[src/rcwct_pkg.sv]
// Shared types, constants and field layout for the wall column texturer.
package rcwct_pkg;

    localparam int TEXTURE_WIDTH  = 64;
    localparam int TEXTURE_HEIGHT = 64;
    localparam int NUM_FACES      = 4;

    localparam int TXC_W   = $clog2(TEXTURE_WIDTH);
    localparam int TY_W    = $clog2(TEXTURE_HEIGHT);
    localparam int FACE_W  = $clog2(NUM_FACES);
    localparam int ADDR_W  = FACE_W + TY_W + TXC_W;
    localparam int DEPTH   = NUM_FACES * TEXTURE_WIDTH * TEXTURE_HEIGHT;
    localparam int COLOR_W = 24;
    localparam int ROW_W   = 10;
    localparam int POS_W   = 24;
    localparam int DIR_W   = 18;
    localparam int HGT_W   = 16;
    localparam int TP_W    = 32;
    localparam int FRAC_W  = 16;
    localparam int STEP_W  = TY_W + FRAC_W + 1;
    localparam int CNT_W   = $clog2(STEP_W);
    localparam int OFF_W   = HGT_W + 1;

    localparam logic [STEP_W-1:0] DIV_NUM = STEP_W'(TEXTURE_HEIGHT) << FRAC_W;
    localparam logic [ROW_W-1:0]  SCREEN_HEIGHT_RST = ROW_W'(480);

    // slave-side tdata layout, lowest bit up
    localparam int IN_COLOR_LO = 0;
    localparam int IN_FACE_LO  = IN_COLOR_LO + COLOR_W;
    localparam int IN_PX_LO    = IN_FACE_LO + FACE_W;
    localparam int IN_PY_LO    = IN_PX_LO + POS_W;
    localparam int IN_DX_LO    = IN_PY_LO + POS_W;
    localparam int IN_DY_LO    = IN_DX_LO + DIR_W;
    localparam int IN_DIST_LO  = IN_DY_LO + DIR_W;
    localparam int IN_HGT_LO   = IN_DIST_LO + POS_W;
    localparam int IN_FIRST_LO = IN_HGT_LO + HGT_W;
    localparam int IN_END_LO   = IN_FIRST_LO + ROW_W;
    localparam int IN_COL_LO   = IN_END_LO + ROW_W;
    localparam int IN_BITS     = IN_COL_LO + ROW_W;
    localparam int S_DATA_W    = ((IN_BITS + 7) / 8) * 8;

    localparam int OUT_BITS    = 2 * ROW_W + COLOR_W;
    localparam int M_DATA_W    = ((OUT_BITS + 7) / 8) * 8;

    typedef enum logic [1:0] {
        OP_LOAD  = 2'd0,
        OP_START = 2'd1,
        OP_TICK  = 2'd2
    } opcode_t;

    typedef enum logic [1:0] {
        SU_IDLE,
        SU_MUL,
        SU_DIV,
        SU_POS
    } setup_state_t;

    typedef struct packed {
        logic [FACE_W-1:0]       face;
        logic [POS_W-1:0]        pos;
        logic signed [DIR_W-1:0] dir;
        logic [POS_W-1:0]        distance;
        logic [HGT_W-1:0]        height;
        logic [ROW_W-1:0]        first_row;
        logic [ROW_W-1:0]        end_row;
        logic [ROW_W-1:0]        column;
        logic [ROW_W-2:0]        half_screen;
    } setup_req_t;

    typedef struct packed {
        logic                    done;
        logic [FACE_W-1:0]       face;
        logic [TXC_W-1:0]        tex_col;
        logic [TP_W-1:0]         step;
        logic [TP_W-1:0]         position;
        logic [ROW_W-1:0]        first_row;
        logic [ROW_W-1:0]        stop_row;
        logic [ROW_W-1:0]        column;
    } setup_res_t;

endpackage

[src/rcwct_setup.sv]
// Column setup: hit coordinate, texture column, serial step divider, start position.
module rcwct_setup
    import rcwct_pkg::*;
(
    input  logic       aclk,
    input  logic       aresetn,
    input  logic       start,
    input  setup_req_t req,
    output logic       busy,
    output setup_res_t res
);

    setup_state_t               state_reg, state_next;
    setup_req_t                 req_reg;
    setup_req_t                 req_in;
    logic [TP_W-1:0]            prod_reg;
    logic [TXC_W-1:0]           tcol_reg;
    logic [CNT_W-1:0]           cnt_reg;
    logic [HGT_W-1:0]           rem_reg;
    logic [STEP_W-1:0]          quo_reg;

    logic [HGT_W:0]             trial;
    logic [TP_W-1:0]            frac;
    logic [TXC_W-1:0]           tx;
    logic signed [OFF_W-1:0]    offset;
    logic signed [OFF_W+STEP_W:0] pos_prod;
    logic signed [POS_W+DIR_W:0]  hit_prod;

    assign hit_prod = $signed({1'b0, req_reg.distance}) * $signed(req_reg.dir);
    assign frac     = {req_reg.pos[FRAC_W-1:0], {FRAC_W{1'b0}}} + prod_reg;
    assign tx       = req_reg.face[0] ? ~frac[TP_W-1 -: TXC_W] : frac[TP_W-1 -: TXC_W];
    assign trial    = {rem_reg, DIV_NUM[cnt_reg]};
    assign offset   = $signed(OFF_W'(req_reg.first_row))
                    - $signed(OFF_W'(req_reg.half_screen))
                    + $signed(OFF_W'(req_reg.height[HGT_W-1:1]));
    assign pos_prod = offset * $signed({1'b0, quo_reg});

    always_comb begin
        req_in = req;
        if (req.height == '0) begin
            req_in.height = HGT_W'(1);
        end
    end

    always_ff @(posedge aclk) begin
        if (!aresetn) begin
            state_reg <= SU_IDLE;
        end else begin
            state_reg <= state_next;
        end
    end

    always_comb begin
        state_next = state_reg;
        unique case (state_reg)
            SU_IDLE: if (start) state_next = SU_MUL;
            SU_MUL:  state_next = SU_DIV;
            SU_DIV:  if (cnt_reg == '0) state_next = SU_POS;
            SU_POS:  state_next = SU_IDLE;
            default: state_next = SU_IDLE;
        endcase
    end

    always_ff @(posedge aclk) begin
        unique case (state_reg)
            SU_IDLE: begin
                if (start) begin
                    req_reg <= req_in;
                end
            end
            SU_MUL: begin
                prod_reg <= hit_prod[TP_W-1:0];
                rem_reg  <= '0;
                quo_reg  <= '0;
                cnt_reg  <= CNT_W'(STEP_W - 1);
            end
            SU_DIV: begin
                tcol_reg <= tx;
                cnt_reg  <= cnt_reg - CNT_W'(1);
                if (trial >= {1'b0, req_reg.height}) begin
                    rem_reg <= HGT_W'(trial - {1'b0, req_reg.height});
                    quo_reg <= {quo_reg[STEP_W-2:0], 1'b1};
                end else begin
                    rem_reg <= trial[HGT_W-1:0];
                    quo_reg <= {quo_reg[STEP_W-2:0], 1'b0};
                end
            end
            default: begin
            end
        endcase
    end

    assign busy          = (state_reg != SU_IDLE);
    assign res.done      = (state_reg == SU_POS);
    assign res.face      = req_reg.face;
    assign res.tex_col   = tcol_reg;
    assign res.step      = TP_W'(quo_reg);
    assign res.position  = pos_prod[TP_W-1:0];
    assign res.first_row = req_reg.first_row;
    assign res.stop_row  = req_reg.end_row;
    assign res.column    = req_reg.column;

endmodule

[config.mk]
export PLATFORM = sky130hd
export DESIGN_NAME = rcwct_setup
export DESIGN_NICKNAME = d
export VERILOG_FILES = /design/src/rcwct_pkg.sv /design/src/rcwct_setup.sv
export SDC_FILE = /design/constraint.sdc
export NUM_CORES = 2
export LEC_CHECK = 0
export BUFFER_PORTS_ARGS = -buffer_cell sky130_fd_sc_hd__buf_2
export CELL_PAD_IN_SITES_DETAIL_PLACEMENT = 1
export CELL_PAD_IN_SITES_GLOBAL_PLACEMENT = 1
export CORE_MARGIN = 5
export CORE_UTILIZATION = 45
export CTS_BUF_LIST = sky130_fd_sc_hd__clkbuf_16
export CTS_CLUSTER_SIZE = 14
export DETAILED_ROUTE_END_ITERATION = 7
export GPL_ROUTABILITY_DRIVEN = 0
export PLACE_DENSITY = 0.84
export SYNTH_ARGS = -nofsm -noshare
export SYNTH_HDL_FRONTEND = slang
export SYNTH_SLANG_ARGS = --single-unit
export TNS_END_PERCENT = 20
[constraint.sdc]
create_clock -name aclk -period 10.4 [get_ports aclk]
set_clock_uncertainty 0.2 [all_clocks]
set_input_delay 2.08 -clock aclk [delete_from_list [all_inputs] [get_ports aclk]]
set_output_delay 2.08 -clock aclk [all_outputs]
set_load 0.02 [all_outputs]
## Word-level counts from Yosys, hierarchy flattened

Memories as Yosys holds them, arrays and structs flattened. A register that Yosys moved wholly into a read port is not among the register bits.
Cells that the tools add are included.

| cells by class | value |
|---|---|
| $add $sub $neg | 5 |
| $mul | 2 |
| magnitude comparators | 2 |
| eq/ne operators | 5 |
| multiplexer cells | 11 |
| bitwise gates (word level) | 1 |
| reduce and logical (&&, ||, !) cells | 7 |

Operator list:

| cell | count |
|---|---|
| $pmux W23 S2 | 1 |
| $add A32 B32 Y32 | 1 |
| $mul A17 B24 Y32 | 1 |
| $mul A25 B18 Y32 | 1 |
| $pmux W16 S2 | 1 |
| $add A11 B16 Y17 | 1 |
| $ge A17 B16 Y1 | 1 |
| $logic_not A16 Y1 | 1 |
| $mux W16 | 1 |
| $sub A16 B16 Y16 | 1 |
| $sub A10 B9 Y11 | 1 |
| $pmux W5 S2 | 1 |
| $pmux W2 S4 | 1 |
| $lt A5 B6 Y1 const B | 1 |
| $mux W6 | 1 |
| $not A6 Y6 | 1 |
| $logic_not A5 Y1 | 1 |
| $mux W5 | 1 |
| $sub A5 B1 Y5 const B | 1 |
| $eq A2 B2 Y1 const B | 2 |
| $mux W2 | 2 |
| $ne A2 B2 Y1 const B | 2 |
| $reduce_and A2 Y1 | 2 |
| $reduce_bool A2 Y1 | 2 |
| 3 further kinds | 4 |

| storage, ports and cells | value |
|---|---|
| flip-flop bits (word level) | 199 |
| bits in read-only memories | 32 |
| input bits | 126 |
| output and inout bits | 104 |
| word-level logic and storage cells | 49 |
| memories | 1 |

Memories:

| name | words | bits a word | rd ports | clocked after memory_dff | wr ports | RTL line | source |
|---|---|---|---|---|---|---|---|
| (no name shown) | 32 | 1 | 1 | 1 | 0 | rcwct_setup.sv:32 | `assign trial = {rem_reg, DIV_NUM[cnt_reg]};` |

## Longest topological paths before layout

| depth | value |
|---|---|
| depth after elaboration | 5 |
| depth in mapped cells | 43 |
| depth with buffers taken out | 42 |

## Worst setup path after synthesis

No wires, ideal clock.

| timing path | value |
|---|---|
| kind | reg-to-output |
| start point | reg req_reg (netlist bit res[21]) |
| end point | out res[58] (netlist bit) |
| arrival time | 9.135 ns |
| required time | 8.120 ns |
| setup slack | -1.015 ns |
| stages on the path, launching flop included | 39 |
| path buffers | 1 |
| cells stage by stage | edfxtp_1 -> ha_1 -> nor2b_1 -> o21ai_0 -> a21boi_0 -> o21ai_0 -> a21boi_0 -> o21ai_0 -> nand2b_1 -> a21o_1 -> a21oi_1 -> xor2_1 -> ha_1 -> a41o_1 -> a21oi_1 -> a21boi_0 -> o41ai_1 -> o21bai_1 -> [3 not listed] -> fa_1 -> fa_1 -> fa_1 -> fa_1 -> fa_1 -> inv_1 -> fa_1 -> inv_1 -> ha_1 -> a21oi_1 -> o21bai_1 -> a21o_1 -> a21oi_1 -> nor2b_1 -> a311o_1 -> o21ai_1 -> nand2_1 -> o311ai_1 |

RTL lines:

| item | RTL line | source |
|---|---|---|
| start, declared | rcwct_setup.sv:14 | `setup_req_t req_reg;` |
| start signal, assigned | rcwct_setup.sv:68 | `req_reg <= req_in;` |
| end, declared | rcwct_setup.sv:10 | `output setup_res_t res` |

==> results.yml <==
timing:
  max_freq_ghz: 0.0806
  worst_slew_pin_slew_ps: 1190
  tns_ps: -23650
  min_period_ps: 12400
  drv_slew: 0
  finalCritPeriodShare_pct: 119
  hold_viol: 0
  rsz0062_at_grt: "yes"
  whs_ps: 403
  fin_ws_ps: -2000
  slew_headroom_pct: 20.8
  setup-violations-final: 21
critical_path:
  critPathCapture: "res[61]"
  crit_fanout: 3
  timing.critical_path.slowest_cell_delay_ps: 550
  critPathCaptureType: "output port"
  r2r_cells: 22
  critPathLaunch: "res[21]"
  cp_slowest_cell: "fa_1"
  critPathArrivalTime_ps: 10120
  rrSetupSlack_ps: 3100
  crit_required_ps: 8120
  crit-reg2reg-launch: "req_reg[85]"
  r2r-end: "prod_reg[31]"
  crit_type: "reg2out"
  crit_path_start_kind: "flop"
yosys:
  syn_avg_cell_area_sq_um: 9.55
  syn_inst: 3311
  yosysSeqAreaShare_pct: 17.4
  ys_async_sr_fraction_pct: 0
  synth_top_area_share_pct: 38.1
  synth_area_leaders: "fa_1 38%, edfxtp_1 17%, ha_1 10%"
  synth-edff-count: 181
  synth_area_leader_cell: "fa_1"
  synthDistinctLibCells: 67
  syn_area_sq_um: 31600
  synth_flop_cell: "edfxtp_1"
  synth_warnings: 0
  synth-seq-cells: 184
floorplan:
  rows: 97
  die-area_sq_um: 75700
  core_sq_um: 69900
  die_width_microns: 275
  ios: 230
  die_h_microns: 275
  initial_core_util_pct: 45.2
grt:
  grt_pass1_wl_microns: 151000
  antenna_found_initial: 6
  grt_usage_pct: 25.6
  grt_pass1_vias: 28500
  gr-total-overflow: 0
  grt_use_met3_pct: 3.75
  use_met1_pct: 28.1
  grt_max_degree: 64
  use_met2_pct: 48.6
  busiest_layer: "met2"
drt:
  vias: 23900
  post_drt_wl_per_cell_microns: 21.1
  drtIter0Drc: 1139
  dr.pass1.iters: 5
  drc: 0
  drt-total-wl_microns: 96000
  drtAntennaViolNets: 0
  viasPerCell: 5.24
placed_design:
  dp_hpwl_microns: 75500
  port_buffers: 212
  place_area_sq_um: 34800
  dp.cells: 4486
clock_network:
  path_clk_slew_ps: 80
  tritoncts: "yes"
  numCtsBuffers: 17
  cts_buffer_depth: 2
  clockRootBuffer: "clkbuf_16"
  cts.htree.levels: 4
  clk_latency_ps: 490
  holdBufCountCts: 0
  cts_sinks: 184
status:
  violations: "negative setup slack"
  status: "finished, violations left"
layout:
  nets: 4577
  fin_cells: 4556
  area_growth_pct: 14.0
  finalInstanceArea_sq_um: 36000
  drive_gt1_share_pct: 16.2
  largest_reg_flops: 83
  fillCellCount: 8006
min_path:
  hold_path_class: "reg2reg"
run:
  max_cap_violations: 0
-- kinds of logic (layout without fill, tap and decap cells) --
| group | Yosys count | in the layout | synth area share, % |
|---|---|---|---|
| AOI/OAI and AO/OA | 234 | 234 | 4.94 |
| xor gates and xnor gates | 103 | 103 | 3.03 |
| DFF | 184 | 184 | 17.4 |
| other | 1 | 15 | 0.0119 |
| and+or+nand+nor | 977 | 977 | 14.7 |
| buffers and inverters | 957 | 1248 | 11.9 |
| adders and majority gates | 854 | 854 | 48.1 |
| muxes | 1 | 1 | 0.0317 |
-- stage by stage --
step | util (%) | setup slack [ps]
finish | 51.5 | -2000
CTS | 51.1 | -1760
floorplan | - | -343
global placement | 49.7 | -1200
global route | 51.5 | -2420
detailed placement | 49.7 | -1490
-- synthesized netlist by cell type, drive strengths merged, types with 3 or more instances --
library cell and instances:
xor2 26, o31ai 5, a211o 5, and4 3
nand4 11, nor3 18, ha 253, inv 770
xnor2 74, o21bai 12, o211ai 5, clkbuf 136
o311ai 3, buf 51, dfxtp 3, nand3b 3
a211oi 4, a21o 28, and2 255, and3 7
nand2b 21, nor2 59, nor4 7, nand2 522
a21boi 22, nor2b 35, a21oi 57, a31oi 13
a31o 4, or2 11, fa 601, xnor3 3
o21a 15, o21ai 42, or3 9, nand3 15
edfxtp 181
-- critical path: cells and delay by family (launching register included) --
kind / cells / cell delay, ps
AO/OA/AOI/OAI: 16 / 2840
XOR/XNOR: 3 / 670
adder cells (fa/ha/maj): 9 / 3930
buffers and inverters: 6 / 620
flip-flops: 1 / 420
AND/OR/NAND/NOR: 8 / 1140
-- final cells by class --
type / count / area [sq um] / area share, %
inverters: 770 / 2890 / 8.02
diodes: 6 / 15.0 / 0.0417
repair buffers: 446 / 3000 / 8.32
clock buffers: 17 / 425 / 1.18
clock inverters: 15 / 149 / 0.413
flip-flops and latches: 184 / 5500 / 15.3
well taps: 940 / 1180 / 3.26
multi-input cells: 2178 / 22900 / 63.5
-- routing by layer --
layer	part of all wire [%]	up-vias
li1	-	10400
met1	36	12500
met2	55	688
met3	4.6	255
met4	4.7	0
met5	0	-
-- placed cells by master (no fill, tap or decap), types with 12 or more instances in the layout --
| cell type | count |
|---|---|
| inv_1 | 765 |
| fa_1 | 600 |
| nand2_1 | 520 |
| and2_1 | 251 |
| ha_1 | 244 |
| buf_4 | 233 |
| buf_2 | 194 |
| edfxtp_1 | 181 |
| xnor2_1 | 62 |
| nor2_1 | 52 |
| a21oi_1 | 44 |
| nor2b_1 | 32 |
| a21o_1 | 28 |
| o21ai_0 | 25 |
| xor2_1 | 25 |
| nand2b_1 | 20 |
| nor3_1 | 17 |
| clkbuf_16 | 17 |
| o21a_1 | 15 |
| a31oi_1 | 12 |
| nand3_1 | 12 |
-- worst min path at each step --
stage	from	end	slack (ps)	depth (start not counted)
final	state_reg[0]	state_reg[0]	400	2
after global routing	state_reg[0]	state_reg[0]	420	2
after CTS	state_reg[0]	state_reg[0]	410	2
after detailed placement	state_reg[1]	state_reg[1]	380	2
after global placement	state_reg[0]	state_reg[0]	320	2
after floorplan	state_reg[0]	state_reg[0]	300	2
-- timing repair --
item                       4_1_cts  5_1_grt
setup endpoints to repair       22       24
buffers inserted                16       17
gates resized for setup         74       41
pin swaps                       35       30
Power is left out: the tool's default activity adds up to more than one toggle a clock period on the data nets, which glitch-free logic cannot reach.
